===== src/rtl/tws_pkg.sv =====
// types and constants of the three-wire sensor serial master
`timescale 1ns / 1ps

package tws_pkg;

  typedef enum logic [1:0] {
    OP_NONE   = 2'd0,
    OP_READ   = 2'd1,
    OP_WRITE  = 2'd2,
    OP_RESYNC = 2'd3
  } op_e;

  typedef enum logic [2:0] {
    PH_IDLE      = 3'd0,
    PH_ADDR      = 3'd1,
    PH_READ      = 3'd2,
    PH_WRITE     = 3'd3,
    PH_SYNC_LOW  = 3'd4,
    PH_SYNC_WAIT = 3'd5
  } phase_e;

  // configuration register indexes
  localparam logic [1:0] CFG_HALF_PERIOD = 2'd0;
  localparam logic [1:0] CFG_RESYNC_LOW  = 2'd1;
  localparam logic [1:0] CFG_RESYNC_WAIT = 2'd2;

  localparam int unsigned CNT_W = 20;
  localparam logic [7:0]       HALF_PERIOD_RST = 8'd4;
  localparam logic [15:0]      RESYNC_LOW_RST  = 16'd1000;
  localparam logic [19:0]      RESYNC_WAIT_RST = 20'd2000;
  localparam logic [3:0]       BITS_PER_BYTE   = 4'd8;

  typedef struct packed {
    op_e        opcode;
    logic [6:0] reg_address;
    logic [7:0] write_data;
    logic       sdio_in;
    logic       tick;
  } tws_in_t;

  typedef struct packed {
    logic       sclk;
    logic       sdio_out;
    logic       sdio_drive;
    logic       busy_res;
    logic       done_res;
    logic [7:0] read_data;
  } tws_out_t;

endpackage


===== src/rtl/three_wire_sensor_serial_master.sv =====
// three_wire_sensor_serial_master: top level of the half-duplex sensor bus master
//
// each input word is one system clock: a command (looked at only while idle),
// the sampled data pin and a tick flag that advances all bus timing. every
// accepted input word yields exactly one output word with the pin levels,
// busy/done flags and the last byte read, reflecting the state after that word.
// read/write send an address byte msb first (bit 7 set for write), then read
// or write one data byte; resync holds sclk low then high for set tick counts.
// the output word is registered and appears in the cycle after its input word is accepted.
// throughput: one word per cycle while the output is taken; the bus state and
// next-state logic update in the cycle of acceptance, and the output register
// holds the result. when the receiver stalls, the output word is held and input
// ready drops only while the output register is full and not being taken.
// reset returns the bus to idle (sclk high, data line released), clears the
// last read byte and loads the timing registers with their defaults.
// timing registers are written through the cfg port, no read-back.
`timescale 1ns / 1ps

module three_wire_sensor_serial_master (
  input  logic                clk_i,
  input  logic                rst_ni,
  input  logic                in_valid_i,
  output logic                in_ready_o,
  input  tws_pkg::tws_in_t    in_data_i,
  output logic                out_valid_o,
  input  logic                out_ready_i,
  output tws_pkg::tws_out_t   out_data_o,
  input  logic                cfg_we_i,
  input  logic [1:0]          cfg_index_i,
  input  logic [19:0]         cfg_data_i
);

  import tws_pkg::*;

  logic [7:0]       half_q;
  logic [15:0]      sync_low_q;
  logic [19:0]      sync_wait_q;

  phase_e           phase_q, phase_d;
  logic [3:0]       bit_cnt_q, bit_cnt_d;
  logic             high_q, high_d;
  logic [CNT_W-1:0] tick_cnt_q, tick_cnt_d;
  logic [7:0]       shift_q, shift_d;
  logic [7:0]       pend_q, pend_d;
  logic             is_wr_q, is_wr_d;
  logic             lvl_q, lvl_d;
  logic             drv_q, drv_d;
  logic [7:0]       last_rd_q, last_rd_d;

  logic             out_valid_q;
  tws_out_t         out_q, out_d;

  logic             accept;
  logic [CNT_W-1:0] limit, limit_eff, cnt_inc;
  logic [3:0]       bit_inc;
  logic             hit;
  logic             done;
  logic [7:0]       addr_byte;

  assign in_ready_o = !out_valid_q || out_ready_i;
  assign accept     = in_valid_i && in_ready_o;

  // configuration registers
  always_ff @(posedge clk_i or negedge rst_ni) begin
    if (!rst_ni) begin
      half_q      <= HALF_PERIOD_RST;
      sync_low_q  <= RESYNC_LOW_RST;
      sync_wait_q <= RESYNC_WAIT_RST;
    end else if (cfg_we_i) begin
      unique case (cfg_index_i)
        CFG_HALF_PERIOD: half_q      <= cfg_data_i[7:0];
        CFG_RESYNC_LOW:  sync_low_q  <= cfg_data_i[15:0];
        CFG_RESYNC_WAIT: sync_wait_q <= cfg_data_i;
        default: ;
      endcase
    end
  end

  // tick limit for the current phase, zero treated as one
  always_comb begin
    case (phase_q)
      PH_SYNC_LOW:  limit = {4'd0, sync_low_q};
      PH_SYNC_WAIT: limit = sync_wait_q;
      default:      limit = {12'd0, half_q};
    endcase
    limit_eff = (limit == '0) ? CNT_W'(1) : limit;
  end

  assign cnt_inc   = tick_cnt_q + CNT_W'(1);
  assign hit       = cnt_inc >= limit_eff;
  assign bit_inc   = bit_cnt_q + 4'd1;
  assign addr_byte = {(in_data_i.opcode == OP_WRITE), in_data_i.reg_address};

  // next state
  always_comb begin
    phase_d    = phase_q;
    bit_cnt_d  = bit_cnt_q;
    high_d     = high_q;
    tick_cnt_d = tick_cnt_q;
    shift_d    = shift_q;
    pend_d     = pend_q;
    is_wr_d    = is_wr_q;
    lvl_d      = lvl_q;
    drv_d      = drv_q;
    last_rd_d  = last_rd_q;
    done       = 1'b0;

    if (phase_q == PH_IDLE) begin
      case (in_data_i.opcode)
        OP_READ, OP_WRITE: begin
          is_wr_d    = (in_data_i.opcode == OP_WRITE);
          pend_d     = in_data_i.write_data;
          phase_d    = PH_ADDR;
          shift_d    = addr_byte;
          bit_cnt_d  = '0;
          high_d     = 1'b0;
          tick_cnt_d = '0;
          drv_d      = 1'b1;
          lvl_d      = addr_byte[7];
        end
        OP_RESYNC: begin
          phase_d    = PH_SYNC_LOW;
          tick_cnt_d = '0;
          high_d     = 1'b0;
          drv_d      = 1'b0;
          lvl_d      = 1'b0;
        end
        default: ;
      endcase
    end else if (in_data_i.tick) begin
      case (phase_q)
        PH_SYNC_LOW: begin
          tick_cnt_d = hit ? '0 : cnt_inc;
          if (hit) phase_d = PH_SYNC_WAIT;
        end
        PH_SYNC_WAIT: begin
          tick_cnt_d = hit ? '0 : cnt_inc;
          if (hit) begin
            phase_d   = PH_IDLE;
            bit_cnt_d = '0;
            high_d    = 1'b0;
            drv_d     = 1'b0;
            lvl_d     = 1'b0;
            done      = 1'b1;
          end
        end
        PH_ADDR, PH_READ, PH_WRITE: begin
          tick_cnt_d = hit ? '0 : cnt_inc;
          if (hit) begin
            if (!high_q) begin
              // sample just before the rising edge
              if (phase_q == PH_READ) shift_d = {shift_q[6:0], in_data_i.sdio_in};
              high_d = 1'b1;
            end else begin
              bit_cnt_d = bit_inc;
              if (bit_inc >= BITS_PER_BYTE) begin
                bit_cnt_d  = '0;
                high_d     = 1'b0;
                tick_cnt_d = '0;
                if (phase_q == PH_ADDR) begin
                  if (is_wr_q) begin
                    phase_d = PH_WRITE;
                    shift_d = pend_q;
                    drv_d   = 1'b1;
                    lvl_d   = pend_q[7];
                  end else begin
                    phase_d = PH_READ;
                    shift_d = '0;
                    drv_d   = 1'b0;
                    lvl_d   = 1'b0;
                  end
                end else begin
                  if (phase_q == PH_READ) last_rd_d = shift_q;
                  phase_d = PH_IDLE;
                  drv_d   = 1'b0;
                  lvl_d   = 1'b0;
                  done    = 1'b1;
                end
              end else begin
                high_d = 1'b0;
                if (phase_q != PH_READ) begin
                  shift_d = {shift_q[6:0], 1'b0};
                  lvl_d   = shift_q[6];
                end
              end
            end
          end
        end
        default: begin
          phase_d    = PH_IDLE;
          bit_cnt_d  = '0;
          high_d     = 1'b0;
          tick_cnt_d = '0;
          drv_d      = 1'b0;
          lvl_d      = 1'b0;
        end
      endcase
    end
  end

  // output word from the updated state
  always_comb begin
    case (phase_d)
      PH_IDLE, PH_SYNC_WAIT: out_d.sclk = 1'b1;
      PH_SYNC_LOW:           out_d.sclk = 1'b0;
      default:               out_d.sclk = high_d;
    endcase
    out_d.sdio_out   = lvl_d & drv_d;
    out_d.sdio_drive = drv_d;
    out_d.busy_res   = (phase_d != PH_IDLE);
    out_d.done_res   = done;
    out_d.read_data  = last_rd_d;
  end

  always_ff @(posedge clk_i or negedge rst_ni) begin
    if (!rst_ni) begin
      phase_q    <= PH_IDLE;
      bit_cnt_q  <= '0;
      high_q     <= 1'b0;
      tick_cnt_q <= '0;
      shift_q    <= '0;
      pend_q     <= '0;
      is_wr_q    <= 1'b0;
      lvl_q      <= 1'b0;
      drv_q      <= 1'b0;
      last_rd_q  <= '0;
    end else if (accept) begin
      phase_q    <= phase_d;
      bit_cnt_q  <= bit_cnt_d;
      high_q     <= high_d;
      tick_cnt_q <= tick_cnt_d;
      shift_q    <= shift_d;
      pend_q     <= pend_d;
      is_wr_q    <= is_wr_d;
      lvl_q      <= lvl_d;
      drv_q      <= drv_d;
      last_rd_q  <= last_rd_d;
    end
  end

  always_ff @(posedge clk_i or negedge rst_ni) begin
    if (!rst_ni) begin
      out_valid_q <= 1'b0;
    end else if (in_ready_o) begin
      out_valid_q <= in_valid_i;
    end
  end

  always_ff @(posedge clk_i) begin
    if (accept) begin
      out_q <= out_d;
    end
  end

  assign out_valid_o = out_valid_q;
  assign out_data_o  = out_q;

endmodule


===== config.mk =====
export PLATFORM = sky130hd
export DESIGN_NAME = three_wire_sensor_serial_master
export DESIGN_NICKNAME = d
export VERILOG_FILES = /design/src/rtl/tws_pkg.sv /design/src/rtl/three_wire_sensor_serial_master.sv
export SDC_FILE = /design/constraint.sdc
export NUM_CORES = 1
export LEC_CHECK = 0
export BUFFER_PORTS_ARGS = -buffer_cell sky130_fd_sc_hd__buf_4
export CAP_MARGIN = 20
export CORE_MARGIN = 2
export CORE_UTILIZATION = 48
export CTS_CLUSTER_DIAMETER = 150
export CTS_CLUSTER_SIZE = 20
export DETAILED_ROUTE_END_ITERATION = 10
export PLACE_DENSITY = 0.67
export SLEW_MARGIN = 5
export SYNTH_ARGS = -nofsm -noshare
export SYNTH_HDL_FRONTEND = slang
export SYNTH_SLANG_ARGS = --single-unit

===== constraint.sdc =====
create_clock -name clk_i -period 9.44 [get_ports clk_i]
set_input_delay 0.944 -clock clk_i [delete_from_list [all_inputs] [get_ports clk_i]]
set_output_delay 0.944 -clock clk_i [all_outputs]
set_load 0.01 [all_outputs]

==> key figures <==
Cells and area
  – Fin area: 7340 um2
  – Layout filler cell count: between 1,000 and 1,500
  – Final cell count without fillers: 816
  – Most common cell after layout, fill and taps aside: dfrtp_1
  – Most frequent cells in the layout: dfrtp_1, mux2_2, buf_4
  – Area Growth Syn to Fin: 19.1%
  – Multi-input logic area: between 3000 and 4000 um2
  – NumNets Final: 703
  – # diodes: 0
  – Register area: 2910 um2
  – Share of post-route cells with drive strength above 1: 29.3%

STA
  – Unrepaired setup endpoints after global routing: false
  – Final Hold Viols: 0
  – Tightest Pin Transition: 1.06 ns
  – Slew Limit Headroom: 29.1%
  – Setup-failing EPs final: 0
  – Max-slew violation count: 0
  – Final min period: approximately 5.7 ns
  – TNS Setup: 0 ns
  – Clock skew: 0.00930 ns
  – Tcrit/Tclk final: 59.9%
  – F_max: 177 MHz

Placed design
  – HPWL after detailed placement: ~10 mm
  – Placed insts: between 700 and 800
  – Placement Cell Area: ~6700 um2
  – Placer congestion estimate: 0.899
  – IO buf count: 60

Pwr
  – Switching Share: 31.3%
  – PD cells: 232 nW/um2
  – VDD IR-drop max: 0.149 mV
  – Seq pwr share: 40.4%
  – Leak: 3.24 nW
  – Clk pwr share: 35.9%
  – Combinational share of power: between 20% and 30%
  – Psw: 0.534 mW
  – Pint: 1.17 mW

Critical path
  – Data arrival time of the worst path: between 5 and 6 ns
  – Worst Path Required: 9.68 ns
  – Buf/Inv on CP: 1
  – Worst setup EP type: register
  – CP max stage cell: dfrtp_1
  – Crit Path Category: register to register
  – CP max FO: 21
  – CP Cell Sequence: nand2b_1 > nor2_1 > a22oi_1 > nand4_1 > nor4_1 > nand4_1 > o211ai_1 > ha_1 > nor2b_1 > o21ai_0 > a21oi_1 > o211ai_2 > inv_1 > ha_1 > nor2_1 > o21ai_0 > a2111oi_0 > a21oi_1 > o211ai_1 > a31oi_1 > a211oi_1
  – CP top delay family: compound AO/OA/AOI/OAI gates
  – Critical path's largest stage delay: 0.89 ns
  – Startpoint Class: register

Clock tree
  – CTS H-tree depth: 4
  – Clock buffer depth: 2
  – CTS buffer count: 17
  – Clock latency on the worst-skew pair: 0.42 ns
  – CTS Hold Buffers Added: 0
  – Clock root buffer master: clkbuf_16
  – Clock sinks: 113
  – Clock Pin Slew Worst Setup and Hold Paths: 0.05 ns
  – Post-CTS Setup Bufs: 0
  – Post_cts resized: 0
  – Clock tree from TritonCTS: built

Routing
  – DR vias: between 4,000 and 5,000
  – Total wire length: 14.0 mm
  – TritonRoute pass-1 iters: 5
  – Vias/cell: 5.74
  – DRC viols: 0
  – ANT nets after route: 0
  – Average wire per standard cell: 17.2 um
  – Initial drt markers: 260

Die
  – Core Box Area: around 13,000 um2
  – Die Ht: 117 um
  – DIE WIDTH: 117 um
  – I/O Pins: 61
  – Die Area: 13,800 um2
  – Initial core utilization: 49.0%
  – Rows: ~40

Global route
  – Met3 usage: 5.06%
  – Global-route wire length before repair: approximately 24 mm
  – Gr usage total: 21.5%
  – Initial antenna violation count: 0
  – Total global routing overflow: 0
  – Layer carrying the most global-route usage: met2
  – M1 GR Usage: between 20 and 30%
  – Largest net degree at the start of global routing: 83
  – Met2 GRT Util: 35.6%
  – Number of global-route vias before repair: around 4,800

Yosys
  – EDFF count, synth: 13
  – Yosys warns: 0
  – Syn_nets: 647
  – Cells after Synth: 575
  – #FFs+latches synth: 113
  – Post-synthesis cell type count: 56
  – Sequential element share of the synthesized area: 47.2%
  – Ys async rst share: 88.5%
  – Post-Syn Area per Cell: 10.7 um2
  – Mapped Area: 6160 um2
  – Dominant synthesized flop cell: dfrtp_1

Worst hold path
  – Hold/Removal Path Class: input pin to asynchronous set/reset pin

Status
  – Status: finished clean

Job
  – Max-Cap Viols: 0
[flip-flops by register name, summed over array words and instances (netlist names)]
name / count
bit_cnt_q: 4
drv_q: 1
half_q: 8
high_q: 1
is_wr_q: 1
last_rd_q: 8
lvl_q: 1
out_data_o: 13
out_valid_o: 1
pend_q: 8
phase_q: 3
shift_q: 8
sync_low_q: 16
sync_wait_q: 20
tick_cnt_q: 20
[kinds of logic (layout without fill, tap and decap cells)]
| kind of cell | after synthesis | after routing | share of synthesized area (%) |
|---|---|---|---|
| buffers and inverters | 38 | 107 | 2.54 |
| muxes | 87 | 87 | 15.7 |
| adders and majority gates | 26 | 26 | 5.28 |
| DFF | 113 | 113 | 47.2 |
| AOI/OAI and AO/OA | 113 | 113 | 12.2 |
| xor gates and xnor gates | 19 | 19 | 2.70 |
| and+or+nand+nor | 179 | 179 | 14.4 |
[layer usage]
metal  part of all wire (%)  vias up
met5                      0        -
met4                    1.9        0
met3                    4.5       28
met2                     49      125
met1                     44     2317
li1                       -     2212
[per-stage QoR]
stage | setup slack [ns] | util, % | power [mW] | hold slack (ns)
after global placement | 4.09 | 53.6 | 1.07 | 0.481
after floorplan | 5.31 | - | 0.964 | 0.474
after detailed placement | 3.91 | 53.6 | 1.10 | 0.496
final | 3.78 | 58.4 | 1.70 | 0.402
after CTS | 3.86 | 58.2 | 1.71 | 0.395
after global routing | 3.14 | 58.4 | 1.80 | 0.409
[cell usage after synthesis (3+ instances only)]
library cell | instances | area share [%]
o21ai_0 | 32 | 2.6
dfstp_2 | 13 | 5.5
dfrtp_1 | 87 | 35
o211ai_1 | 4 | 0.49
xnor2_1 | 11 | 1.6
nor2b_1 | 7 | 0.71
edfxtp_1 | 13 | 6.3
and3_1 | 5 | 0.51
nand4_1 | 10 | 1.0
or3_1 | 3 | 0.30
mux2i_1 | 9 | 1.5
nand2b_1 | 8 | 0.81
a22o_1 | 13 | 1.8
mux2_2 | 78 | 14
nor3_1 | 9 | 0.73
buf_2 | 5 | 0.41
nand3b_1 | 3 | 0.37
nand2_1 | 56 | 3.4
a21oi_1 | 23 | 1.9
nand3_1 | 21 | 1.7
a211oi_1 | 3 | 0.37
a21o_1 | 6 | 0.73
inv_1 | 10 | 0.61
nor4_1 | 5 | 0.51
a31oi_1 | 9 | 0.91
nor2_1 | 36 | 2.2
and2_1 | 4 | 0.41
xor2_1 | 8 | 1.1
a22oi_1 | 10 | 1.2
clkbuf_1 | 19 | 1.2
ha_1 | 26 | 5.3
[power by group through the flow]
stage / Sequential (mW) / Clock [mW] / Combinational [mW]
2_1_floorplan: 0.648 / 0 / 0.316
3_3_place_gp: 0.689 / 0 / 0.386
3_5_place_dp: 0.694 / 0 / 0.402
4_1_cts: 0.687 / 0.619 / 0.404
5_1_grt: 0.702 / 0.644 / 0.456
6_report: 0.688 / 0.613 / 0.404
[path summary, 6_finish.rpt]
kind                            cells after the start        endpoint  slack, ns          from
worst max-delay path                               21  out_data_o[12]       3.78    phase_q[0]
worst min-delay path                                1    last_rd_q[0]       0.40        rst_ni
worst max register to register                     21  out_data_o[12]       3.78    phase_q[0]
worst min register to register                      1    last_rd_q[2]       0.50  last_rd_q[2]
max in group asynchronous                           3   sync_low_q[8]       8.00        rst_ni
min in group clk_i                                  1    last_rd_q[2]       0.50  last_rd_q[2]
[area by class of cell]
cell class,count,area share [%]
well taps,172,2.93
clock inverters,7,0.614
repair buffers,64,6.82
clock buffers,25,7.21
flip-flops and latches,113,39.6
inverters,11,0.563
multi-input cells,424,42.2
Power figures use the tool's default switching activity.
